**config.mk**
```make
export PLATFORM = sky130hd
export DESIGN_NAME = rgb_status_led_sequencer_flat
export DESIGN_NICKNAME = d
export VERILOG_FILES = /design/src/design/rsls_pkg.sv /design/src/design/rsls_in_if.sv /design/src/design/rsls_out_if.sv /design/src/design/rsls_step.sv /design/src/design/rgb_status_led_sequencer.sv /design/src/flat_wrapper.sv
export SDC_FILE = /design/constraint.sdc
export NUM_CORES = 1
export LEC_CHECK = 0
export ABC_AREA = 1
export ABC_CLOCK_PERIOD_IN_PS = 2700
export BUFFER_PORTS_ARGS = -buffer_cell sky130_fd_sc_hd__buf_2
export CAP_MARGIN = 20
export CORE_AREA = 2 2 147 149
export CTS_CLUSTER_SIZE = 24
export DETAILED_ROUTE_END_ITERATION = 8
export DIE_AREA = 0 0 149 151
export PLACE_DENSITY = 0.73
export SYNTH_ARGS = -nofsm -noshare
export SYNTH_HDL_FRONTEND = slang
export SYNTH_SLANG_ARGS = --single-unit
```
**constraint.sdc**
```tcl
create_clock -name clk -period 2.7 [get_ports clk]
set_input_delay 0.54 -clock clk [delete_from_list [all_inputs] [get_ports clk]]
set_output_delay 0.54 -clock clk [all_outputs]
set_load 0.005 [all_outputs]
```
**src/design/rsls_pkg.sv**
```systemverilog
// ----------------------------------------------------------------------------
// rsls_pkg
// Shared types and constants of the RGB status LED sequencer.
// ----------------------------------------------------------------------------
package rsls_pkg;

  // field widths
  localparam int LevelW = 7;
  localparam int ModeW  = 2;
  localparam int PhaseW = 3;
  localparam int TimeW  = 16;
  localparam int FuncW  = 2;
  localparam int IndexW = 3;
  localparam int DataW  = 16;

  // led modes
  localparam logic [ModeW-1:0] MODE_BOOT  = 2'd0;
  localparam logic [ModeW-1:0] MODE_USB   = 2'd1;
  localparam logic [ModeW-1:0] MODE_BATT  = 2'd2;
  localparam logic [ModeW-1:0] MODE_MOUSE = 2'd3;

  // item kinds
  localparam logic [FuncW-1:0] FUNC_TICK  = 2'd0;
  localparam logic [FuncW-1:0] FUNC_USB   = 2'd1;
  localparam logic [FuncW-1:0] FUNC_MOUSE = 2'd2;

  // register indexes
  localparam logic [IndexW-1:0] REG_BRIGHTNESS   = 3'd0;
  localparam logic [IndexW-1:0] REG_BOOT_ON      = 3'd1;
  localparam logic [IndexW-1:0] REG_BOOT_OFF     = 3'd2;
  localparam logic [IndexW-1:0] REG_USB_ON       = 3'd3;
  localparam logic [IndexW-1:0] REG_USB_OFF      = 3'd4;
  localparam logic [IndexW-1:0] REG_BATT_INTERVAL = 3'd5;
  localparam logic [IndexW-1:0] REG_BATT_FLASH   = 3'd6;
  localparam logic [IndexW-1:0] REG_BATT_GAP     = 3'd7;

  // fixed timing and limits
  localparam logic [LevelW-1:0] LEVEL_MAX      = 7'd100;
  localparam logic [TimeW-1:0]  MOUSE_ON_TICKS  = 16'd40;
  localparam logic [TimeW-1:0]  MOUSE_OFF_TICKS = 16'd80;
  localparam logic [PhaseW-1:0] USB_PHASES      = 3'd6;
  localparam logic [PhaseW-1:0] BOOT_PHASES     = 3'd6;
  localparam logic [PhaseW-1:0] BATT_PHASES     = 3'd3;
  localparam logic [PhaseW-1:0] MOUSE_PHASES    = 3'd4;

  // configuration register file
  typedef struct packed {
    logic [LevelW-1:0] brightness;
    logic [TimeW-1:0]  boot_on_ms;
    logic [TimeW-1:0]  boot_off_ms;
    logic [TimeW-1:0]  usb_on_ms;
    logic [TimeW-1:0]  usb_off_ms;
    logic [TimeW-1:0]  batt_interval;
    logic [TimeW-1:0]  batt_flash;
    logic [TimeW-1:0]  batt_gap;
  } cfg_t;

  // sequencer state
  typedef struct packed {
    logic [ModeW-1:0]  mode;
    logic [PhaseW-1:0] phase;
    logic              link_up;
    logic [TimeW-1:0]  countdown;
    logic [LevelW-1:0] red_now;
    logic [LevelW-1:0] green_now;
    logic [LevelW-1:0] blue_now;
  } seq_state_t;

endpackage

```
**src/design/rsls_in_if.sv**
```systemverilog
// ----------------------------------------------------------------------------
// rsls_in_if
// Input channel: one tick, USB event or mouse toggle per beat.
// ----------------------------------------------------------------------------
interface rsls_in_if;
  logic                       valid;
  logic                       ready;
  logic [rsls_pkg::FuncW-1:0] func;
  logic                       usb_hid;

  modport source (output valid, output func, output usb_hid, input ready);
  modport sink (input valid, input func, input usb_hid, output ready);
endinterface

```
**src/design/rsls_out_if.sv**
```systemverilog
// ----------------------------------------------------------------------------
// rsls_out_if
// Result channel: colour levels and led mode, one beat per input beat.
// ----------------------------------------------------------------------------
interface rsls_out_if;
  logic                        valid;
  logic                        ready;
  logic [rsls_pkg::LevelW-1:0] red_level;
  logic [rsls_pkg::LevelW-1:0] green_level;
  logic [rsls_pkg::LevelW-1:0] blue_level;
  logic [rsls_pkg::ModeW-1:0]  led_mode;

  modport source (output valid, output red_level, output green_level, output blue_level,
                  output led_mode, input ready);
  modport sink (input valid, input red_level, input green_level, input blue_level,
                input led_mode, output ready);
endinterface

```
**src/design/rsls_step.sv**
```systemverilog
// ----------------------------------------------------------------------------
// rsls_step
// Next-state logic: applies one beat (tick, USB event, mouse toggle) to the
// sequencer state.
// ----------------------------------------------------------------------------
module rsls_step (
  input  rsls_pkg::seq_state_t     cur,
  input  rsls_pkg::cfg_t           cfg,
  input  logic [rsls_pkg::FuncW-1:0] func,
  input  logic                     usb_hid,
  output rsls_pkg::seq_state_t     nxt
);
  import rsls_pkg::*;

  logic [LevelW-1:0] lvl;
  logic [PhaseW-1:0] usb_p;
  logic [PhaseW-1:0] usb_np;
  logic [PhaseW-1:0] inc_p;
  seq_state_t        usb_start;
  seq_state_t        batt_start;
  seq_state_t        resume;

  // saturated lit level, phase helpers
  assign lvl    = (cfg.brightness > LEVEL_MAX) ? LEVEL_MAX : cfg.brightness;
  assign usb_p  = (cur.phase >= USB_PHASES) ? cur.phase - USB_PHASES : cur.phase;
  assign usb_np = (usb_p == USB_PHASES - 3'd1) ? '0 : usb_p + 3'd1;
  assign inc_p  = cur.phase + 3'd1;

  // mode entry states
  always_comb begin
    usb_start           = cur;
    usb_start.mode      = MODE_USB;
    usb_start.phase     = '0;
    usb_start.countdown = '0;

    batt_start           = cur;
    batt_start.mode      = MODE_BATT;
    batt_start.phase     = '0;
    batt_start.red_now   = '0;
    batt_start.green_now = '0;
    batt_start.blue_now  = '0;
    batt_start.countdown = cfg.batt_interval;

    resume = cur.link_up ? usb_start : batt_start;
  end

  // apply one beat
  always_comb begin
    nxt = cur;
    case (func)
      FUNC_TICK: begin
        if (cur.countdown > 16'd1) begin
          nxt.countdown = cur.countdown - 16'd1;
        end else begin
          case (cur.mode)
            MODE_BOOT: begin
              if (cur.phase >= BOOT_PHASES) begin
                nxt = resume;
              end else begin
                nxt.red_now   = (cur.phase == 3'd0) ? lvl : '0;
                nxt.green_now = (cur.phase == 3'd2) ? lvl : '0;
                nxt.blue_now  = (cur.phase == 3'd4) ? lvl : '0;
                nxt.phase     = inc_p;
                nxt.countdown = inc_p[0] ? cfg.boot_on_ms : cfg.boot_off_ms;
              end
            end
            MODE_USB: begin
              nxt.red_now   = (usb_p == 3'd0) ? lvl : '0;
              nxt.green_now = (usb_p == 3'd2) ? lvl : '0;
              nxt.blue_now  = (usb_p == 3'd4) ? lvl : '0;
              nxt.phase     = usb_np;
              nxt.countdown = usb_np[0] ? cfg.usb_on_ms : cfg.usb_off_ms;
            end
            MODE_BATT: begin
              nxt.red_now   = '0;
              nxt.green_now = '0;
              if (cur.phase >= BATT_PHASES) begin
                nxt.blue_now  = '0;
                nxt.phase     = '0;
                nxt.countdown = cfg.batt_interval;
              end else begin
                nxt.blue_now  = cur.phase[0] ? '0 : lvl;
                nxt.phase     = inc_p;
                nxt.countdown = inc_p[0] ? cfg.batt_flash : cfg.batt_gap;
              end
            end
            default: begin
              if (cur.phase >= MOUSE_PHASES) begin
                nxt = resume;
              end else begin
                nxt.red_now   = '0;
                nxt.green_now = cur.phase[0] ? '0 : lvl;
                nxt.blue_now  = '0;
                nxt.phase     = inc_p;
                nxt.countdown = inc_p[0] ? MOUSE_ON_TICKS : MOUSE_OFF_TICKS;
              end
            end
          endcase
        end
      end
      FUNC_USB: begin
        // during boot only the link state is recorded
        if (cur.mode != MODE_BOOT && usb_hid && !cur.link_up) begin
          nxt = usb_start;
        end else if (cur.mode != MODE_BOOT && !usb_hid && cur.link_up) begin
          nxt = batt_start;
        end
        nxt.link_up = usb_hid;
      end
      FUNC_MOUSE: begin
        if (cur.mode != MODE_BOOT) begin
          nxt.mode      = MODE_MOUSE;
          nxt.phase     = '0;
          nxt.countdown = '0;
        end
      end
      default: begin
        nxt = cur;
      end
    endcase
  end

endmodule

```
**src/design/rgb_status_led_sequencer.sv**
```systemverilog
// ----------------------------------------------------------------------------
// rgb_status_led_sequencer
// RGB status LED pattern sequencer with boot, USB, battery and mouse patterns.
// ----------------------------------------------------------------------------
// Usage:
//   item   : input beats; func 0 is a one-millisecond tick, 1 a USB state
//            event (usb_hid = 1 when linked), 2 a mouse-layer toggle.
//   result : one beat per input beat with the red, green and blue levels
//            and the led mode after that input has been applied.
//   wr_en / wr_index / wr_data : register writes; write only while idle (not enforced).
// The state and the result register load at the edge that accepts the beat,
// so its result is offered in the next cycle. Throughput is one beat per
// cycle while the receiver keeps up; the next-state logic is combinational.
// The block takes a new beat whenever the result register is empty or is
// being drained in the same cycle, so a stalled receiver holds the result
// and backs up the input after one beat.
// Reset puts the sequencer in boot mode with phase 0, link down, all levels
// dark and a zero countdown, so the first tick starts the boot flash; the
// registers return to their default timings and brightness 1.
// ----------------------------------------------------------------------------
module rgb_status_led_sequencer (
  input  logic                          clk,
  input  logic                          rst,
  rsls_in_if.sink                       item,
  rsls_out_if.source                    result,
  input  logic                          wr_en,
  input  logic [rsls_pkg::IndexW-1:0]   wr_index,
  input  logic [rsls_pkg::DataW-1:0]    wr_data
);
  import rsls_pkg::*;

  cfg_t       cfg;
  seq_state_t state;
  seq_state_t state_next;
  logic       take;
  logic       out_valid;

  // configuration registers
  always_ff @(posedge clk) begin
    if (rst) begin
      cfg.brightness    <= 7'd1;
      cfg.boot_on_ms    <= 16'd80;
      cfg.boot_off_ms   <= 16'd40;
      cfg.usb_on_ms     <= 16'd150;
      cfg.usb_off_ms    <= 16'd80;
      cfg.batt_interval <= 16'd5000;
      cfg.batt_flash    <= 16'd30;
      cfg.batt_gap      <= 16'd60;
    end else if (wr_en) begin
      case (wr_index)
        REG_BRIGHTNESS:    cfg.brightness    <= wr_data[LevelW-1:0];
        REG_BOOT_ON:       cfg.boot_on_ms    <= wr_data;
        REG_BOOT_OFF:      cfg.boot_off_ms   <= wr_data;
        REG_USB_ON:        cfg.usb_on_ms     <= wr_data;
        REG_USB_OFF:       cfg.usb_off_ms    <= wr_data;
        REG_BATT_INTERVAL: cfg.batt_interval <= wr_data;
        REG_BATT_FLASH:    cfg.batt_flash    <= wr_data;
        REG_BATT_GAP:      cfg.batt_gap      <= wr_data;
        default:           cfg.brightness    <= cfg.brightness;
      endcase
    end
  end

  // input handshake: free result slot or slot draining this cycle
  assign item.ready = !out_valid || result.ready;
  assign take       = item.valid && item.ready;

  // next-state logic
  rsls_step u_step (
    .cur     (state),
    .cfg     (cfg),
    .func    (item.func),
    .usb_hid (item.usb_hid),
    .nxt     (state_next)
  );

  // sequencer state
  always_ff @(posedge clk) begin
    if (rst) begin
      state <= '0;
    end else if (take) begin
      state <= state_next;
    end
  end

  // result register
  always_ff @(posedge clk) begin
    if (rst) begin
      out_valid <= 1'b0;
    end else if (take) begin
      out_valid <= 1'b1;
    end else if (result.ready) begin
      out_valid <= 1'b0;
    end
  end

  always_ff @(posedge clk) begin
    if (take) begin
      result.red_level   <= state_next.red_now;
      result.green_level <= state_next.green_now;
      result.blue_level  <= state_next.blue_now;
      result.led_mode    <= state_next.mode;
    end
  end

  assign result.valid = out_valid;

endmodule

```
**src/flat_wrapper.sv**
```systemverilog
// flat-port wrapper written by rule: the top's interface ports become plain ports
module rgb_status_led_sequencer_flat import rsls_pkg::*;
  (clk, rst, wr_en, wr_index, wr_data, item_valid, item_func, item_usb_hid, item_ready, result_valid, result_red_level, result_green_level, result_blue_level, result_led_mode, result_ready);
  rsls_in_if item_i ();
  rsls_out_if result_i ();
  input  logic clk;
  input  logic rst;
  input  logic wr_en;
  input  logic [rsls_pkg::IndexW-1:0] wr_index;
  input  logic [rsls_pkg::DataW-1:0] wr_data;
  input wire logic [$bits(item_i.valid)-1:0] item_valid;
  input wire logic [$bits(item_i.func)-1:0] item_func;
  input wire logic [$bits(item_i.usb_hid)-1:0] item_usb_hid;
  output wire logic [$bits(item_i.ready)-1:0] item_ready;
  output wire logic [$bits(result_i.valid)-1:0] result_valid;
  output wire logic [$bits(result_i.red_level)-1:0] result_red_level;
  output wire logic [$bits(result_i.green_level)-1:0] result_green_level;
  output wire logic [$bits(result_i.blue_level)-1:0] result_blue_level;
  output wire logic [$bits(result_i.led_mode)-1:0] result_led_mode;
  input wire logic [$bits(result_i.ready)-1:0] result_ready;
  assign item_i.valid = item_valid;
  assign item_i.func = item_func;
  assign item_i.usb_hid = item_usb_hid;
  assign item_ready = item_i.ready;
  assign result_valid = result_i.valid;
  assign result_red_level = result_i.red_level;
  assign result_green_level = result_i.green_level;
  assign result_blue_level = result_i.blue_level;
  assign result_led_mode = result_i.led_mode;
  assign result_i.ready = result_ready;
  rgb_status_led_sequencer u_core (.clk(clk), .rst(rst), .item(item_i), .result(result_i), .wr_en(wr_en), .wr_index(wr_index), .wr_data(wr_data));
endmodule
```
Yosys cells after proc, flatten, opt, wreduce, memory -nomap -nowiden
Index checks and enable logic that the tools add are counted.
Widths: inputs -> output; s select.
{"block": "word_totals", "mem_bits_ro": 0, "wordCells": 124, "latchBits": 0, "ram_bits": 0, "regBits": 186, "n_memories": 0}
{"block": "op_classes", "mux": 43, "order_cmp": 5, "eq_ne": 22, "reduce_logical": 30, "shifts": 0, "bitwise_logic": 0, "mul": 0, "n_addsub": 4, "div": 0}
{"cell": "$mux 43", "n": 3}
{"cell": "$pmux 37 s3", "n": 1}
{"cell": "$mux 16", "n": 6}
{"cell": "$mux 37", "n": 2}
{"cell": "$mux 7", "n": 10}
{"cell": "$pmux 16 s3", "n": 1}
{"cell": "$pmux 21 s2", "n": 1}
{"cell": "$eq 3x3->1 const B", "n": 7}
{"cell": "$mux 21", "n": 1}
{"cell": "$gt 16x1->1 const B", "n": 1}
{"cell": "$reduce_and 2->1", "n": 8}
{"cell": "$sub 16x1->16 const B", "n": 1}
{"cell": "$mux 3", "n": 5}
{"cell": "$pmux 5 s3", "n": 1}
{"cell": "$eq 3x2->1 const B", "n": 4}
{"cell": "$logic_not 3->1", "n": 3}
{"cell": "$pmux 3 s3", "n": 1}
{"cell": "$gt 7x7->1 const B", "n": 1}
{"cell": "$add 3x1->3 const B", "n": 2}
{"cell": "$ge 3x3->1 const B", "n": 2}
{"cell": "$mux 6", "n": 1}
{"cell": "$ne 2x2->1 const B", "n": 3}
{"cell": "$ne 3x3->1 const B", "n": 2}
{"cell": "$reduce_and 6->1", "n": 1}
{"cell": "20 further kinds", "n": 36}

Depth between registers and ports, before layout
{"block": "depth", "word_depth": 8, "mapped_depth": 17, "ltp_nobuf": 16}

Hierarchy
Synthesis repeated with hierarchy kept, for this count alone.
{"block": "hier_totals", "cells_unflattened": 1782, "area_unflattened_um2": 11014.3}
{"mod": "rgb_status_led_sequencer", "area_each_um2": 7080.5, "n_inst": 1, "cells_each": 919}
{"mod": "rsls_step", "area_each_um2": 3933.8, "n_inst": 1, "cells_each": 863}

Worst setup path after synthesis
No wires, ideal clock.
{"block": "synth_path", "path_type": "input to register", "start": "input port result_ready", "end": "register u_core.result.blue_level[0], enable pin", "path_stages": 5, "setup_ps": 397, "arrival_time_ps": 1665, "slack_ps": 638, "n_path_buf": 1, "cell_sequence": "inv_1 > nand2_1 > nand2_1 > inv_1 > clkbuf_1"}
{"block": "synth_between", "elab_chain_len": 2}
{"item": "from (decl)", "line": "flat_wrapper.sv:20", "source": "input wire logic [$bits(result_i.ready)-1:0] result_ready;"}
{"item": "$logic_or 1x1->1", "line": "rgb_status_led_sequencer.sv:65", "source": "assign item.ready = !out_valid || result.ready;"}
{"item": "named net item_ready", "line": "flat_wrapper.sv:14", "source": "output wire logic [$bits(item_i.ready)-1:0] item_ready;"}
{"item": "$logic_and 1x1->1", "line": "rgb_status_led_sequencer.sv:66", "source": "assign take = item.valid && item.ready;"}
{"item": "named net u_core.take", "line": "rgb_status_led_sequencer.sv:35", "source": "logic take;"}
{"item": "to (signal assigned)", "line": "rgb_status_led_sequencer.sv:101", "source": "result.blue_level <= state_next.blue_now;"}
{"item": "to (decl)", "line": "rsls_out_if.sv:13", "source": "modport source (output valid, output red_level, output green_level, output blue_level,"}
The timed path passes the listed nets, and every way through them passes these cells.
A chain may end at the register's enable or synchronous reset.

==> results.md <==
* Psw at 2.34 mW
* Fin Setup TNS at 0 ns
* Setup bufs post-CTS at 0
* DP Wirelength at 21200 microns
* Num CTS Buffers at 17
* Reg power frac at 43.7%
* Startpoint types: register
* Outcome: finished clean
* RSZ-0062 raised after global routing: false
* Global route overflow at 0
* Max frequency at 402 MHz
* # rows at 53
* Die X-Extent at 149 microns
* Switching part of the total at 33.5%
* Sinks on Clock Net at 186
* Nets at 1615
* Smallest hold slack at 0.384 ns
* Setup violations, final at 0
* Area of the core at 0.0208 sq mm
* Sequential share of the synthesized area at 38.6%
* Worst Setup End Kind: register
* Initial core utilization at 49.2%
* Share of cells above drive strength 1 at 9.23%
* Clock tree buffer depth at 2
* Post-Syn Nets at 1602
* Final min period at 2.49 ns
* Vias in the first global route at 9540
* Antenna violations before repair at 0
* Skew final at 0.0151 ns
* Remaining DRCs at 0
* Internal Power at 4.64 mW
* Die area at 0.0225 sq mm
* Netlist Area Pre-Place at 0.0102 sq mm
* Skew-Pair Late Insertion Delay at 0.45 ns
* WP data required at 2.88 ns
* Slew @ Worst Pin at 0.982 ns
* Post-synth EDFFs at 23
* Yosys top cell area share at 31.9%
* First-pass GRT wire length at 50600 microns
* Post-DR wirelength/cell at 16.8 microns
* Max Cap Viol at 0
* Die Ht at 151 microns
* Clk pwr share at 37.8%
* Aggregate routed wire length at 31300 microns
* Commonest non-fill, non-tap cell in the layout: nand2_1
* Vias at 10351
* Gpl congestion at 0.927
* Root Driver: clkbuf_16
* Warnings from Yosys at 0
* Pwr/cell area at 615 mW/mm^2
* Syn avg cell area at 6.59 sq um
* FF+latch count, synth at 186
* Clock transition at the registers of the reported paths at 0.08 ns
* Crit path DAT at 2.67 ns
* Aggregate global-route resource usage at 28.3%
* Post-route ant nets at 0
* PortBufs at 51
* Maximum vdd ir drop at 0.000449 V
* Leak pwr at 5.39 nW
* Largest net degree at the start of global routing at 112
* Dominant synthesized flop cell: dfxtp_1
* Peak fanout along the critical path at 11
* Critical path type: reg -> reg
* Dpl ws at 0.278 ns
* Ratio of final minimum period to clock period at 92.1%
* Worst setup margin at 0.213 ns
* I/O pins at 52
* Dominant cell type by area after synthesis: dfxtp_1
* Htree depth at 4
* Synthesized netlist cell count at 1555
* Starting DRT DRC Count at 1213
* Overall power at 6.98 mW
* CTS tree: done
* Diodes inserted at 0
* Drt via density at 5.58
* Comb pwr share at 18.5%
* Layout area overhead at 10.8%
* Hold Buf Count CTS at 0
* Max-slew violation count at 0
* Worst min path class: in -> reg
* Synth cell types at 44
* Pre-antenna DRT Iters at 5
* Final Hold Viols at 0
* Synth async-reset ratio at 0%
* Final core occ at 54.5%
* Synth top area cells: dfxtp_1, nand2_1, nor2_1
* Most frequent cells in the layout: nand2_1, nor2_1, o21ai_0, dfxtp_1, inv_1
* Worst slew margin at 34.3%
==> per-layer routing <==
layer,vias to the layer above,wire [microns],global-route usage (%),share of wire (%)
met2,472,13600,43.2,43
met5,-,0,0,0
met3,74,2620,4.73,8.4
met4,0,940,9.90,3.0
li1,5075,-,-,-
met1,4730,14100,40.4,45
==> path summary, 6_finish.rpt <==
| path | slack, ns | end | from | cells past startpoint |
|---|---|---|---|---|
| setup / recovery | 0.21 | u_core.result.green_level[3]$_DFFE_PP_ | u_core.state[40]$_SDFFE_PP0P_ | 12 |
| hold / removal | 0.38 | u_core.result.valid$_SDFFE_PP0P_ | result_ready | 4 |
| setup reg to reg | 0.21 | u_core.result.green_level[3]$_DFFE_PP_ | u_core.state[40]$_SDFFE_PP0P_ | 12 |
| hold reg to reg | 0.45 | u_core.cfg[111]$_SDFFE_PP0P_ | u_core.cfg[111]$_SDFFE_PP0P_ | 2 |
==> cell families (layout without fill, tap and decap cells) <==
| kind of cell | Yosys count | count (layout) | share of synthesized area (%) |
|---|---|---|---|
| xor+xnor | 9 | 9 | 0.770 |
| compound gates | 337 | 337 | 17.6 |
| fa+ha+maj | 20 | 20 | 2.44 |
| buf+inv | 225 | 251 | 9.14 |
| flops | 186 | 186 | 38.6 |
| simple gates | 778 | 778 | 31.5 |
==> through the flow <==
| stage | area (sq um) | instances |
|---|---|---|
| after floorplan | 10200 | 1555 |
| after global placement | 10700 | 1824 |
| after detailed placement | 10700 | 1824 |
| after CTS | 11300 | 1856 |
| after global routing | 11300 | 1856 |
| final | 11300 | 1856 |
==> critical path, stage by stage, from the launching register on <==
cell and delay, ns:
dfxtp_1 0.57, ha_1 0.31, xnor2_1 0.21, inv_1 0.12, ha_1 0.20, nand2_1 0.05, inv_1 0.04, nand2_1 0.08
nand2_1 0.11, nand2_1 0.14, a21boi_0 0.11, o21ai_1 0.17, nand2_1 0.10
==> cells in the mapped netlist, types with 19 or more instances <==
library cell  number
a21oi_1          111
buf_2             19
clkbuf_1          56
dfxtp_1          163
edfxtp_1          23
ha_1              20
inv_1            123
nand2_1          356
nand3_1          121
nor2_1           267
o21ai_0          164
==> layout make-up <==
class | instances | area, sq um
clock buffer | 17 | 425
clock inverter | 15 | 216
fill | 2057 | 9480
inverter | 136 | 517
multi-input combinational | 1144 | 5350
sequential | 186 | 3960
tap | 275 | 344
timing repair buffer | 83 | 533
==> sequential cells by signal, indices dropped and copies added, names as in the netlist <==
name	count
u_core.cfg	119
u_core.result.blue_level	7
u_core.result.green_level	7
u_core.result.led_mode	2
u_core.result.red_level	7
u_core.result.valid	1
u_core.state	43
==> what timing repair did <==
| action | in CTS | in global routing |
|---|---|---|
| setup endpoints to repair | 0 | 3 |
| hold endpoints to repair | 0 | 0 |
| resized for setup | 0 | 1 |
==> power by group through the flow <==
stage               logic (mW)  registers (mW)  clock network [mW]
floorplan                0.910            3.08                   0
global placement          1.25            3.11                   0
detailed placement        1.25            3.11                   0
CTS                       1.27            3.04                2.65
global route              1.45            3.06                2.75
finish                    1.29            3.05                2.64
(Power assumes the default switching activity.)
